===== src/sv/pdq_pkg.sv =====
package pdq_pkg;

  typedef enum logic [2:0] {
    CMD_INS_FRONT  = 3'd0,
    CMD_INS_REAR   = 3'd1,
    CMD_REM_FRONT  = 3'd2,
    CMD_REM_REAR   = 3'd3,
    CMD_PEEK_FRONT = 3'd4,
    CMD_PEEK_REAR  = 3'd5,
    CMD_CLEAR      = 3'd6
  } cmd_e;

  typedef enum logic [1:0] {
    ST_OK       = 2'd0,
    ST_EMPTY    = 2'd1,
    ST_BAD_DIST = 2'd2,
    ST_FULL     = 2'd3
  } status_e;

endpackage


===== src/sv/pdq_ram.sv =====
module pdq_ram #(
  parameter int unsigned WIDTH = 32,
  parameter int unsigned DEPTH = 16,
  localparam int unsigned AW = (DEPTH > 1) ? $clog2(DEPTH) : 1
) (
  input  logic             clk_i,
  input  logic             wr_en_i,
  input  logic [AW-1:0]    wr_addr_i,
  input  logic [WIDTH-1:0] wr_data_i,
  input  logic             rd_en_i,
  input  logic [AW-1:0]    rd_addr_i,
  output logic [WIDTH-1:0] rd_data_o
);

  logic [WIDTH-1:0] mem_q [DEPTH];

  always_ff @(posedge clk_i) begin
    if (wr_en_i) begin
      mem_q[wr_addr_i] <= wr_data_i;
    end
    if (rd_en_i) begin
      rd_data_o <= mem_q[rd_addr_i];
    end
  end

endmodule


===== src/sv/positional_deque_top.sv =====
// steps: a command is accepted in idle and checked; clear and every error status go
// straight to done; peek reads its word; insert moves each word behind the insert point
// up one place, then writes the new word; remove reads its word, then moves each word
// behind it down one place. one transaction at a time; each moved word is read, then written.
// reset (rst_ni low, asynchronous) empties the queue; stored words are left as they are.
module positional_deque_top
  import pdq_pkg::*;
#(
  parameter int unsigned DEPTH      = 16,
  parameter int unsigned DATA_WIDTH = 32,
  localparam int unsigned AW = (DEPTH > 1) ? $clog2(DEPTH) : 1,
  localparam int unsigned CW = $clog2(DEPTH + 1)
) (
  input  logic                  clk_i,
  input  logic                  rst_ni,
  input  logic                  in_valid_i,
  output logic                  in_ready_o,
  input  logic [2:0]            command_i,
  input  logic [DATA_WIDTH-1:0] item_word_i,
  input  logic [CW-1:0]         distance_i,
  output logic                  out_valid_o,
  input  logic                  out_ready_i,
  output logic [DATA_WIDTH-1:0] result_word_o,
  output logic [1:0]            status_o,
  output logic [CW-1:0]         occupancy_o
);

  typedef enum logic [3:0] {
    S_IDLE,
    S_CHECK,
    S_GRAB,
    S_INS_RD,
    S_INS_WR,
    S_INS_PUT,
    S_REM_RD,
    S_REM_WR,
    S_DONE
  } state_e;

  state_e                state_q;
  logic [2:0]            cmd_q;
  logic [DATA_WIDTH-1:0] word_q;
  logic [CW-1:0]         dist_q;
  logic [CW-1:0]         count_q;
  logic [AW-1:0]         pos_q;
  logic [AW-1:0]         idx_q;
  status_e               status_q;
  logic [DATA_WIDTH-1:0] res_q;
  logic                  out_valid_q;
  logic [DATA_WIDTH-1:0] out_word_q;
  status_e               out_status_q;
  logic [CW-1:0]         out_occ_q;

  status_e               chk_status;
  logic [CW-1:0]         chk_pos;
  logic                  is_rem;

  logic                  ram_wr_en;
  logic [AW-1:0]         ram_wr_addr;
  logic [DATA_WIDTH-1:0] ram_wr_data;
  logic                  ram_rd_en;
  logic [AW-1:0]         ram_rd_addr;
  logic [DATA_WIDTH-1:0] ram_rd_data;

  assign is_rem = (cmd_q == CMD_REM_FRONT) || (cmd_q == CMD_REM_REAR);

  // status and target position of the latched command
  always_comb begin
    chk_status = ST_OK;
    chk_pos    = '0;
    case (cmd_q) inside
      CMD_INS_FRONT, CMD_INS_REAR: begin
        if (count_q == CW'(DEPTH)) begin
          chk_status = ST_FULL;
        end else if (dist_q > count_q) begin
          chk_status = ST_BAD_DIST;
        end else begin
          chk_pos = (cmd_q == CMD_INS_FRONT) ? dist_q : count_q - dist_q;
        end
      end
      CMD_REM_FRONT, CMD_REM_REAR, CMD_PEEK_FRONT, CMD_PEEK_REAR: begin
        if (count_q == '0) begin
          chk_status = ST_EMPTY;
        end else if (dist_q >= count_q) begin
          chk_status = ST_BAD_DIST;
        end else if ((cmd_q == CMD_REM_FRONT) || (cmd_q == CMD_PEEK_FRONT)) begin
          chk_pos = dist_q;
        end else begin
          chk_pos = count_q - CW'(1) - dist_q;
        end
      end
      default: begin
      end
    endcase
  end

  always_comb begin
    ram_wr_en   = 1'b0;
    ram_wr_addr = idx_q;
    ram_wr_data = ram_rd_data;
    ram_rd_en   = 1'b0;
    ram_rd_addr = idx_q;
    case (state_q)
      S_CHECK: begin
        ram_rd_en   = 1'b1;
        ram_rd_addr = chk_pos[AW-1:0];
      end
      S_INS_RD: begin
        ram_rd_en   = 1'b1;
        ram_rd_addr = idx_q - AW'(1);
      end
      S_INS_WR, S_REM_WR: begin
        ram_wr_en = 1'b1;
      end
      S_INS_PUT: begin
        ram_wr_en   = 1'b1;
        ram_wr_addr = pos_q;
        ram_wr_data = word_q;
      end
      S_REM_RD: begin
        ram_rd_en   = 1'b1;
        ram_rd_addr = idx_q + AW'(1);
      end
      default: begin
      end
    endcase
  end

  pdq_ram #(
    .WIDTH (DATA_WIDTH),
    .DEPTH (DEPTH)
  ) u_pdq_ram (
    .clk_i     (clk_i),
    .wr_en_i   (ram_wr_en),
    .wr_addr_i (ram_wr_addr),
    .wr_data_i (ram_wr_data),
    .rd_en_i   (ram_rd_en),
    .rd_addr_i (ram_rd_addr),
    .rd_data_o (ram_rd_data)
  );

  always_ff @(posedge clk_i or negedge rst_ni) begin
    if (!rst_ni) begin
      state_q      <= S_IDLE;
      cmd_q        <= '0;
      word_q       <= '0;
      dist_q       <= '0;
      count_q      <= '0;
      pos_q        <= '0;
      idx_q        <= '0;
      status_q     <= ST_OK;
      res_q        <= '0;
      out_valid_q  <= 1'b0;
      out_word_q   <= '0;
      out_status_q <= ST_OK;
      out_occ_q    <= '0;
    end else begin
      if (out_valid_q && out_ready_i && (state_q != S_DONE)) begin
        out_valid_q <= 1'b0;
      end
      case (state_q)
        S_IDLE: begin
          if (in_valid_i) begin
            cmd_q   <= command_i;
            word_q  <= item_word_i;
            dist_q  <= distance_i;
            state_q <= S_CHECK;
          end
        end
        S_CHECK: begin
          status_q <= chk_status;
          res_q    <= '0;
          pos_q    <= chk_pos[AW-1:0];
          if (chk_status != ST_OK) begin
            state_q <= S_DONE;
          end else begin
            case (cmd_q) inside
              CMD_INS_FRONT, CMD_INS_REAR: begin
                idx_q   <= count_q[AW-1:0];
                state_q <= (count_q == chk_pos) ? S_INS_PUT : S_INS_RD;
              end
              CMD_REM_FRONT, CMD_REM_REAR, CMD_PEEK_FRONT, CMD_PEEK_REAR: begin
                state_q <= S_GRAB;
              end
              CMD_CLEAR: begin
                count_q <= '0;
                state_q <= S_DONE;
              end
              default: begin
                state_q <= S_DONE;
              end
            endcase
          end
        end
        S_GRAB: begin
          res_q <= ram_rd_data;
          idx_q <= pos_q;
          if (!is_rem) begin
            state_q <= S_DONE;
          end else if (CW'(pos_q) + CW'(1) < count_q) begin
            state_q <= S_REM_RD;
          end else begin
            count_q <= count_q - CW'(1);
            state_q <= S_DONE;
          end
        end
        S_INS_RD: begin
          state_q <= S_INS_WR;
        end
        // word at idx-1 moves up to idx
        S_INS_WR: begin
          idx_q   <= idx_q - AW'(1);
          state_q <= (idx_q - AW'(1) == pos_q) ? S_INS_PUT : S_INS_RD;
        end
        S_INS_PUT: begin
          count_q <= count_q + CW'(1);
          state_q <= S_DONE;
        end
        S_REM_RD: begin
          state_q <= S_REM_WR;
        end
        // word at idx+1 moves down to idx
        S_REM_WR: begin
          idx_q <= idx_q + AW'(1);
          if (CW'(idx_q) + CW'(2) < count_q) begin
            state_q <= S_REM_RD;
          end else begin
            count_q <= count_q - CW'(1);
            state_q <= S_DONE;
          end
        end
        S_DONE: begin
          if (!out_valid_q || out_ready_i) begin
            out_valid_q  <= 1'b1;
            out_word_q   <= res_q;
            out_status_q <= status_q;
            out_occ_q    <= count_q;
            state_q      <= S_IDLE;
          end
        end
        default: begin
          state_q <= S_IDLE;
        end
      endcase
    end
  end

  assign in_ready_o    = (state_q == S_IDLE);
  assign out_valid_o   = out_valid_q;
  assign result_word_o = out_word_q;
  assign status_o      = out_status_q;
  assign occupancy_o   = out_occ_q;

`ifndef SYNTHESIS
  a_count_bound: assert property (@(posedge clk_i) disable iff (!rst_ni)
    count_q <= CW'(DEPTH))
    else $error("occupancy above depth");

  a_full_means_full: assert property (@(posedge clk_i) disable iff (!rst_ni)
    (out_valid_q && out_status_q == ST_FULL) |-> out_occ_q == CW'(DEPTH))
    else $error("full status with free room");

  a_word_zero_on_error: assert property (@(posedge clk_i) disable iff (!rst_ni)
    (out_valid_q && out_status_q != ST_OK) |-> out_word_q == '0)
    else $error("result word set on failed transaction");

  a_shift_above_gap: assert property (@(posedge clk_i) disable iff (!rst_ni)
    (state_q == S_INS_RD || state_q == S_INS_WR) |-> idx_q > pos_q)
    else $error("insert shift went below the gap");

  a_remove_shrinks: assert property (@(posedge clk_i) disable iff (!rst_ni)
    (state_q == S_REM_WR && !(CW'(idx_q) + CW'(2) < count_q))
      |=> count_q == $past(count_q) - CW'(1))
    else $error("remove did not drop occupancy");
`endif

endmodule


===== config.mk =====
export PLATFORM = sky130hd
export DESIGN_NAME = positional_deque_top
export DESIGN_NICKNAME = d
export VERILOG_FILES = /design/src/sv/pdq_pkg.sv /design/src/sv/pdq_ram.sv /design/src/sv/positional_deque_top.sv
export SDC_FILE = /design/constraint.sdc
export NUM_CORES = 1
export LEC_CHECK = 0
export BUFFER_PORTS_ARGS = -buffer_cell sky130_fd_sc_hd__buf_2
export CORE_MARGIN = 3
export CORE_UTILIZATION = 55
export CTS_CLUSTER_DIAMETER = 120
export DETAILED_ROUTE_END_ITERATION = 6
export GPL_TIMING_DRIVEN = 0
export MAX_ROUTING_LAYER = met4
export PLACE_DENSITY_LB_ADDON = 0.05
export SETUP_SLACK_MARGIN = 0.3
export SYNTH_ARGS = -nofsm -noshare
export SYNTH_HDL_FRONTEND = slang
export SYNTH_SLANG_ARGS = --single-unit

===== constraint.sdc =====
create_clock -name clk_i -period 4.25 [get_ports clk_i]
set_input_delay 0.85 -clock clk_i [delete_from_list [all_inputs] [get_ports clk_i]]
set_output_delay 0.85 -clock clk_i [all_outputs]
set_load 0.05 [all_outputs]

# == After elaboration in Yosys (flattened, before gate mapping) ==
# Memory sizes are Yosys's and may differ from the RTL's. A register that Yosys moved wholly into a read port is not among the register bits.
# Cells that the tools add are included.
# op_classes
magnitude_cmp,4
shift,0
mux,47
bitwise,0
div_mod_pow,0
multipliers,0
n_reduce_logical,22
eq_ne,28
n_addsub,8
# op_table
cell,n
two-way mux 5 bit,15
one-hot mux 32 bit (2 select lines),1
two-way mux 4 bit,11
one-hot mux 4 bit (9 select lines),1
two-way mux 32 bit,1
"inequality test 2 bit, second input constant",10
one-hot mux 5 bit (4 select lines),1
"equality test 4 x 3 -> 1 bit, second input constant",4
one-hot mux 4 bit (4 select lines),1
two-way mux 2 bit,6
one-hot mux 4 bit (3 select lines),1
< comparator 5 bit,2
subtractor 5 bit,2
"equality test 3 bit, second input constant",3
"equality test 4 x 2 -> 1 bit, second input constant",2
AND reduction 8 bit,1
nonzero test 4 bit,2
two-way mux 1 bit,7
"equality test 3 x 2 -> 1 bit, second input constant",2
two-way mux 3 bit,2
AND reduction 2 bit,3
OR reduction 3 bit,2
"adder 4 x 1 -> 5 bit, second input constant",1
"adder 4 x 2 -> 5 bit, second input constant",1
other kinds (23),27
# totals
mem_bits_ro,0
memories,1
reg_bits,131
ramBits,512
output_inout_bits,41
latch_bits,0
# mem_list
memory,words,width,rd,rd_ports_with_merged_regs,wr,line,text
u_pdq_ram.mem_q,16,32,1,1,1,pdq_ram.sv:15,logic [WIDTH-1:0] mem_q [DEPTH];

# == Longest topological paths before layout ==
# depth
depth_word,12
ltp_mapped,15
mapped_depth_nobuf,12

# == Cells and area by module ==
# A second synthesis with hierarchy kept.
# hier_totals
cells_unflattened,1522
hier_area_um2,27153.5
# modules_own_cells
module,area_per_inst_um2,instances,cells_per_inst
pdq_ram,20155.6,1,838
positional_deque_top,6998.0,1,684

# == Worst setup path after synthesis ==
# OpenSTA, ideal clock, no wires.
# synth_path
kind,reg2reg
from,register state_q[0]
to,"register u_pdq_ram.rd_data_o[23], read port of u_pdq_ram.mem_q, data pin"
stages_incl_launch_ff,10
required_time_ns,3.985
path_buffers,3
setup_time_ns,0.265
slack_ns,0.678
period_less_slack_ns,3.572
t_arrival_ns,3.307
path_cell_list,dfrtp_1 > buf_6 > nand3b_1 > a21oi_1 > o22ai_1 > o21bai_1 > buf_4 > buf_4 > mux2i_1 > mux2i_1
# synth_between
elab_chain_cells,3
word_cells_on_any_way,6
classes_between,eq/ne (3); mux (2); reduce/logical (1)
# synth_rtl
item,line,text
from (decl),positional_deque_top.sv:40,state_e state_q;
from (signal assigned),positional_deque_top.sv:180,state_q <= (count_q == chk_pos) ? S_INS_PUT : S_INS_RD;
from (signal assigned),positional_deque_top.sv:213,state_q <= (idx_q - AW'(1) == pos_q) ? S_INS_PUT : S_INS_RD;
equality test 4 x 1 -> 1 bit (tied with other cells),positional_deque_top.sv:103,case (state_q)
OR reduction 3 bit (no line) (*),-,
two-way mux 1 bit (*),positional_deque_top.sv:103,
via ram_rd_en,positional_deque_top.sv:61,logic ram_rd_en;
to (decl),pdq_ram.sv:12,output logic [WIDTH-1:0] rd_data_o
# Mark *: on every way through the listed nets, which the timed path passes. The rest lies on a longest branch.
# A chain may end at the register's enable or synchronous reset.

# == Worst setup path in the final report ==
# layout_path
from,register count_q[0]
to,"register u_pdq_ram.rd_data_o[0], read port of u_pdq_ram.mem_q, data pin"
# layout_between
elab_chain_cells,8
word_cells_on_any_way,16
classes_between,add/sub (3); order compare (2); eq/ne (1); mux (9); reduce/logical (1)
# layout_rtl
item,line,text
from (decl),positional_deque_top.sv:44,logic [CW-1:0] count_q;
from (signal assigned),positional_deque_top.sv:203,count_q <= count_q - CW'(1);
from (signal assigned),positional_deque_top.sv:216,count_q <= count_q + CW'(1);
from (signal assigned),positional_deque_top.sv:228,count_q <= count_q - CW'(1);
subtractor 5 x 1 -> 5 bit,positional_deque_top.sv:89,chk_pos = count_q - CW'(1) - dist_q;
subtractor 5 bit,positional_deque_top.sv:89,
two-way mux 5 bit,positional_deque_top.sv:86,end else if ((cmd_q == CMD_REM_FRONT) || (cmd_q == CMD_PEEK_FRONT)) begin
two-way mux 5 bit,positional_deque_top.sv:84,end else if (dist_q >= count_q) begin
two-way mux 5 bit,positional_deque_top.sv:82,if (count_q == '0) begin
two-way mux 5 bit,positional_deque_top.sv:71,case (cmd_q) inside
two-way mux 5 bit (*),positional_deque_top.sv:71,
one-hot mux 4 bit (3 select lines) (*),positional_deque_top.sv:103,
# Every way passes the cells marked *; elsewhere a longest branch is shown, timed or not.

==> flow_summary_export.csv <==
group,metric,value,unit
status,outcome,"completed",
route,vias_per_cell,6.87,
synth,area_contributors_post_synth,"sky130_fd_sc_hd__edfxtp_1 55%, sky130_fd_sc_hd__dfrtp_1 11%, sky130_fd_sc_hd__a32oi_1 7.6%",
clocking,clkSlewWorstSetupHoldPaths,60,ps
sta,slew_worst_pin,1260,ps
placed_design,hpwl_dp,60.6,mm
synth,netlist_instances,2175,
setup_path,setup.worst_path.start,"count_q[0]",
setup_path,critical_path.reg2reg.startpoint,"count_q[0]",
global_routing,grt_first_pass_wirelength,135,mm
flow_run,cap_viol_max_count,0,
sta,worst_slew_margin_rel,15.6,%
sta,tns,0,ps
clocking,clock_latency,620,ps
setup_path,worstSetupEndpointType,"register",
floorplanning,num_io_pins,85,
setup_path,critPathLaunchType,"register",
global_routing,overflow,0,
synth,total_nets_after_synthesis,2246,
power_and_ir_drop,power_per_cell_area,780,mW/mm2
sta,setup_viol,0,
cells_and_area,most-common-layout-cells,"544 x sky130_fd_sc_hd__edfxtp_1, 256 x sky130_fd_sc_hd__a32oi_1, 200 x sky130_fd_sc_hd__o21ai_0",
synth,synth_area,0.0295,mm2
synth,postSynth.topFlopCell,"sky130_fd_sc_hd__edfxtp_1",
cells_and_area,antenna-diode-count,0,
clocking,cts_made_buffers,72,
route,detail_route.wl_per_cell,29.6,um
synth,yosysWarningCount,0,
placed_design,placement.setup.worst_slack,-142,ps
global_routing,grt_antenna_before_repair,0,
cells_and_area,ff_latch_area,0.0196,mm2
route,post_route_wl,92.3,mm
floorplanning,initial_core_util,55.9,%
global_routing,global_route.usage.total,33.3,%
setup_path,timing.reg2reg.worst_path_depth,14,
sta,final_period_minus_worst_setup_slack,3880,ps
synth,synth_area_per_cell,13.6,um2
sta,setup_ws,375,ps
route,drt_iter0_markers,3020,
sta,grt_setup_unrepaired,"yes",
placed_design,globalplace.congestion,0.915,
worst_hold_path,hold_path.class,"in2async",
synth,synth_seq_cells,675,
global_routing,first_global_vias,20995,
setup_path,critPathCapture,"u_pdq_ram.rd_data_o[0]",
floorplanning,die_w,238,um
synth,synth_area_leader_cell,"sky130_fd_sc_hd__edfxtp_1",
sta,slew_viol_final,0,
clocking,ctsHtreeMaxLevel,3,
setup_path,rr_endpoint,"u_pdq_ram.rd_data_o[0]",
cells_and_area,finalCoreUtilization,64.7,%
setup_path,worstSetupPathType,"reg2reg",
cells_and_area,fin_nets,2442,
power_and_ir_drop,vdd.ir_drop.worst,0.414,mV
setup_path,r2r_slack,370,ps
setup_path,worstPathMaxFanout,10,
sta,hold_viol,0,
synth,synthArstFlopShare,19.4,%
cells_and_area,nFillCells,3934,
power_and_ir_drop,p_leak,12.5,nW
synth,ys_seq_area_share,66.4,%
cells_and_area,syn2layout_area_growth,15.9,%
sta,layout_worst_path_cycle_share,91.2,%
route,routed-via-count,21396,
synth,number_of_enable_type_register_cells_in_the_synthesized_netlist,544,
placed_design,port-buffer-count,84,
sta,final_setup_skew,22.8,ps
route,remaining_drcs,0,
synth,synth_top_area_share,55.3,%
clocking,clock_sink_count,675,
sta,max_freq,258,MHz
clocking,tritoncts,"yes",
global_routing,grt_max_degree,83,
synth,synth_cell_types,70,
clocking,clock_tree.root_cell,"sky130_fd_sc_hd__clkbuf_16",
setup_path,worst-endpoint-arrival,4290,ps
floorplanning,design.die.area,0.0565,mm2
cells_and_area,final_common_cell,"sky130_fd_sc_hd__edfxtp_1",
setup_path,critical_path_required,4660,ps
floorplanning,placementRows,84,
route,detail-route-antenna-nets,0,
floorplanning,core_area,0.0529,mm2
cells_and_area,drive_gt1_share,19.2,%
floorplanning,floorplan.die.height,238,um
route,drt-pass1-iter-count,6,
clocking,clock_tree.buffer_depth,3,
cells_and_area,combined_area_of_the_multi_input_logic_cells,0.00903,mm2
==> where the power goes <==
part           internal, W  leakage, nW  switching, W
logic              0.00347         4.63       0.00738
registers          0.00884         6.61      0.000438
clock network      0.00395         1.22       0.00261
==> through the flow <==
stage	area [um2]	hold WS (ps)	power (W)	std cells
after floorplan	29500	442	0.0163	2175
after global placement	30800	459	0.0196	2947
after detailed placement	31400	470	0.0199	2966
after CTS	33900	170	0.0264	3097
after global routing	34200	190	0.0278	3116
final	34200	157	0.0267	3116
==> cell usage after synthesis (9+ instances only) <==
library cell	instances
sky130_fd_sc_hd__mux2_2	76
sky130_fd_sc_hd__edfxtp_1	544
sky130_fd_sc_hd__buf_4	9
sky130_fd_sc_hd__a22o_1	33
sky130_fd_sc_hd__xnor2_1	14
sky130_fd_sc_hd__a32oi_1	256
sky130_fd_sc_hd__dfrtp_1	131
sky130_fd_sc_hd__inv_1	22
sky130_fd_sc_hd__ha_1	25
sky130_fd_sc_hd__xor2_1	12
sky130_fd_sc_hd__buf_2	92
sky130_fd_sc_hd__mux2i_1	99
sky130_fd_sc_hd__nand2_1	133
sky130_fd_sc_hd__clkbuf_1	84
sky130_fd_sc_hd__buf_1	14
sky130_fd_sc_hd__a31oi_1	9
sky130_fd_sc_hd__o21ai_0	200
sky130_fd_sc_hd__o21ai_1	98
sky130_fd_sc_hd__nor2_1	39
sky130_fd_sc_hd__a21oi_1	25
sky130_fd_sc_hd__nand3_1	140
==> metal layers <==
metal	part of all wire [%]	wire (um)	vias to the layer above	track usage [%]
met1	39	35600	10703	44.5
li1	-	-	9039	-
met5	0	0	-	-
met4	4.2	3910	0	12.9
met3	11	10100	239	6.79
met2	46	42600	1415	50.8
==> worst max-delay path, stage by stage, from the launching register on <==
cell                         delay, ps
sky130_fd_sc_hd__dfrtp_1           390
sky130_fd_sc_hd__clkbuf_4          240
sky130_fd_sc_hd__clkinvlp_4        190
sky130_fd_sc_hd__ha_1              330
sky130_fd_sc_hd__inv_1             130
sky130_fd_sc_hd__fa_1              440
sky130_fd_sc_hd__o21ai_0           110
sky130_fd_sc_hd__a21oi_2           120
sky130_fd_sc_hd__o21ai_4           260
sky130_fd_sc_hd__clkbuf_4          300
sky130_fd_sc_hd__buf_2             350
sky130_fd_sc_hd__a32oi_1           140
sky130_fd_sc_hd__a32oi_1           270
sky130_fd_sc_hd__mux2i_1           110
sky130_fd_sc_hd__mux2i_1           280
==> sequential cells by signal (all words and copies together), names as in the netlist <==
name                 cells
result_word_o           32
state_q                  4
status_o                 2
dist_q                   5
out_valid_o              1
count_q                  5
cmd_q                    3
status_q                 2
idx_q                    4
occupancy_o              5
pos_q                    4
u_pdq_ram.mem_q        512
word_q                  32
u_pdq_ram.rd_data_o     32
res_q                   32
==> how the worst min path moves through the flow <==
| stage | from | slack, ps | cells past startpoint | to |
|---|---|---|---|---|
| floorplan | status_q[1] | 440 | 2 | status_q[1] |
| global route | rst_ni | 190 | 1 | dist_q[4] |
| detailed placement | occupancy_o[0] | 470 | 2 | occupancy_o[0] |
| finish | rst_ni | 160 | 1 | occupancy_o[4] |
| CTS | rst_ni | 170 | 1 | occupancy_o[0] |
| global placement | occupancy_o[3] | 460 | 2 | occupancy_o[3] |
==> final cells by class <==
type                       count  share of cell area, %
buffer                       206                   3.06
clock buffer                 102                   6.48
clock inverter                29                  0.841
inverter                      23                  0.274
multi-input combinational   1271                   26.4
sequential                   675                   57.3
tap                          688                   2.51
timing repair buffer         122                   3.16
==> timing repair <==
action | in CTS | in global routing
hold buffers | 0 | 0
hold endpoints to repair | 0 | 0
buffers inserted | 0 | 19
gates resized for setup | 8 | 38
cloned | 0 | 0
pin swaps | 0 | 8
setup endpoints to repair | 370 | 172
==> cell families (layout without fill, tap and decap cells) <==
kind of cell / Yosys count / in the layout / synth area share, %
mux: 175 / 175 / 6.25
buf+inv: 229 / 482 / 3.59
flops: 675 / 675 / 66.4
xor+xnor: 26 / 26 / 0.771
fa+ha+maj: 27 / 27 / 1.19
simple gates: 363 / 363 / 5.77
compound gates: 680 / 680 / 16.0
(Power assumes the default switching activity.)
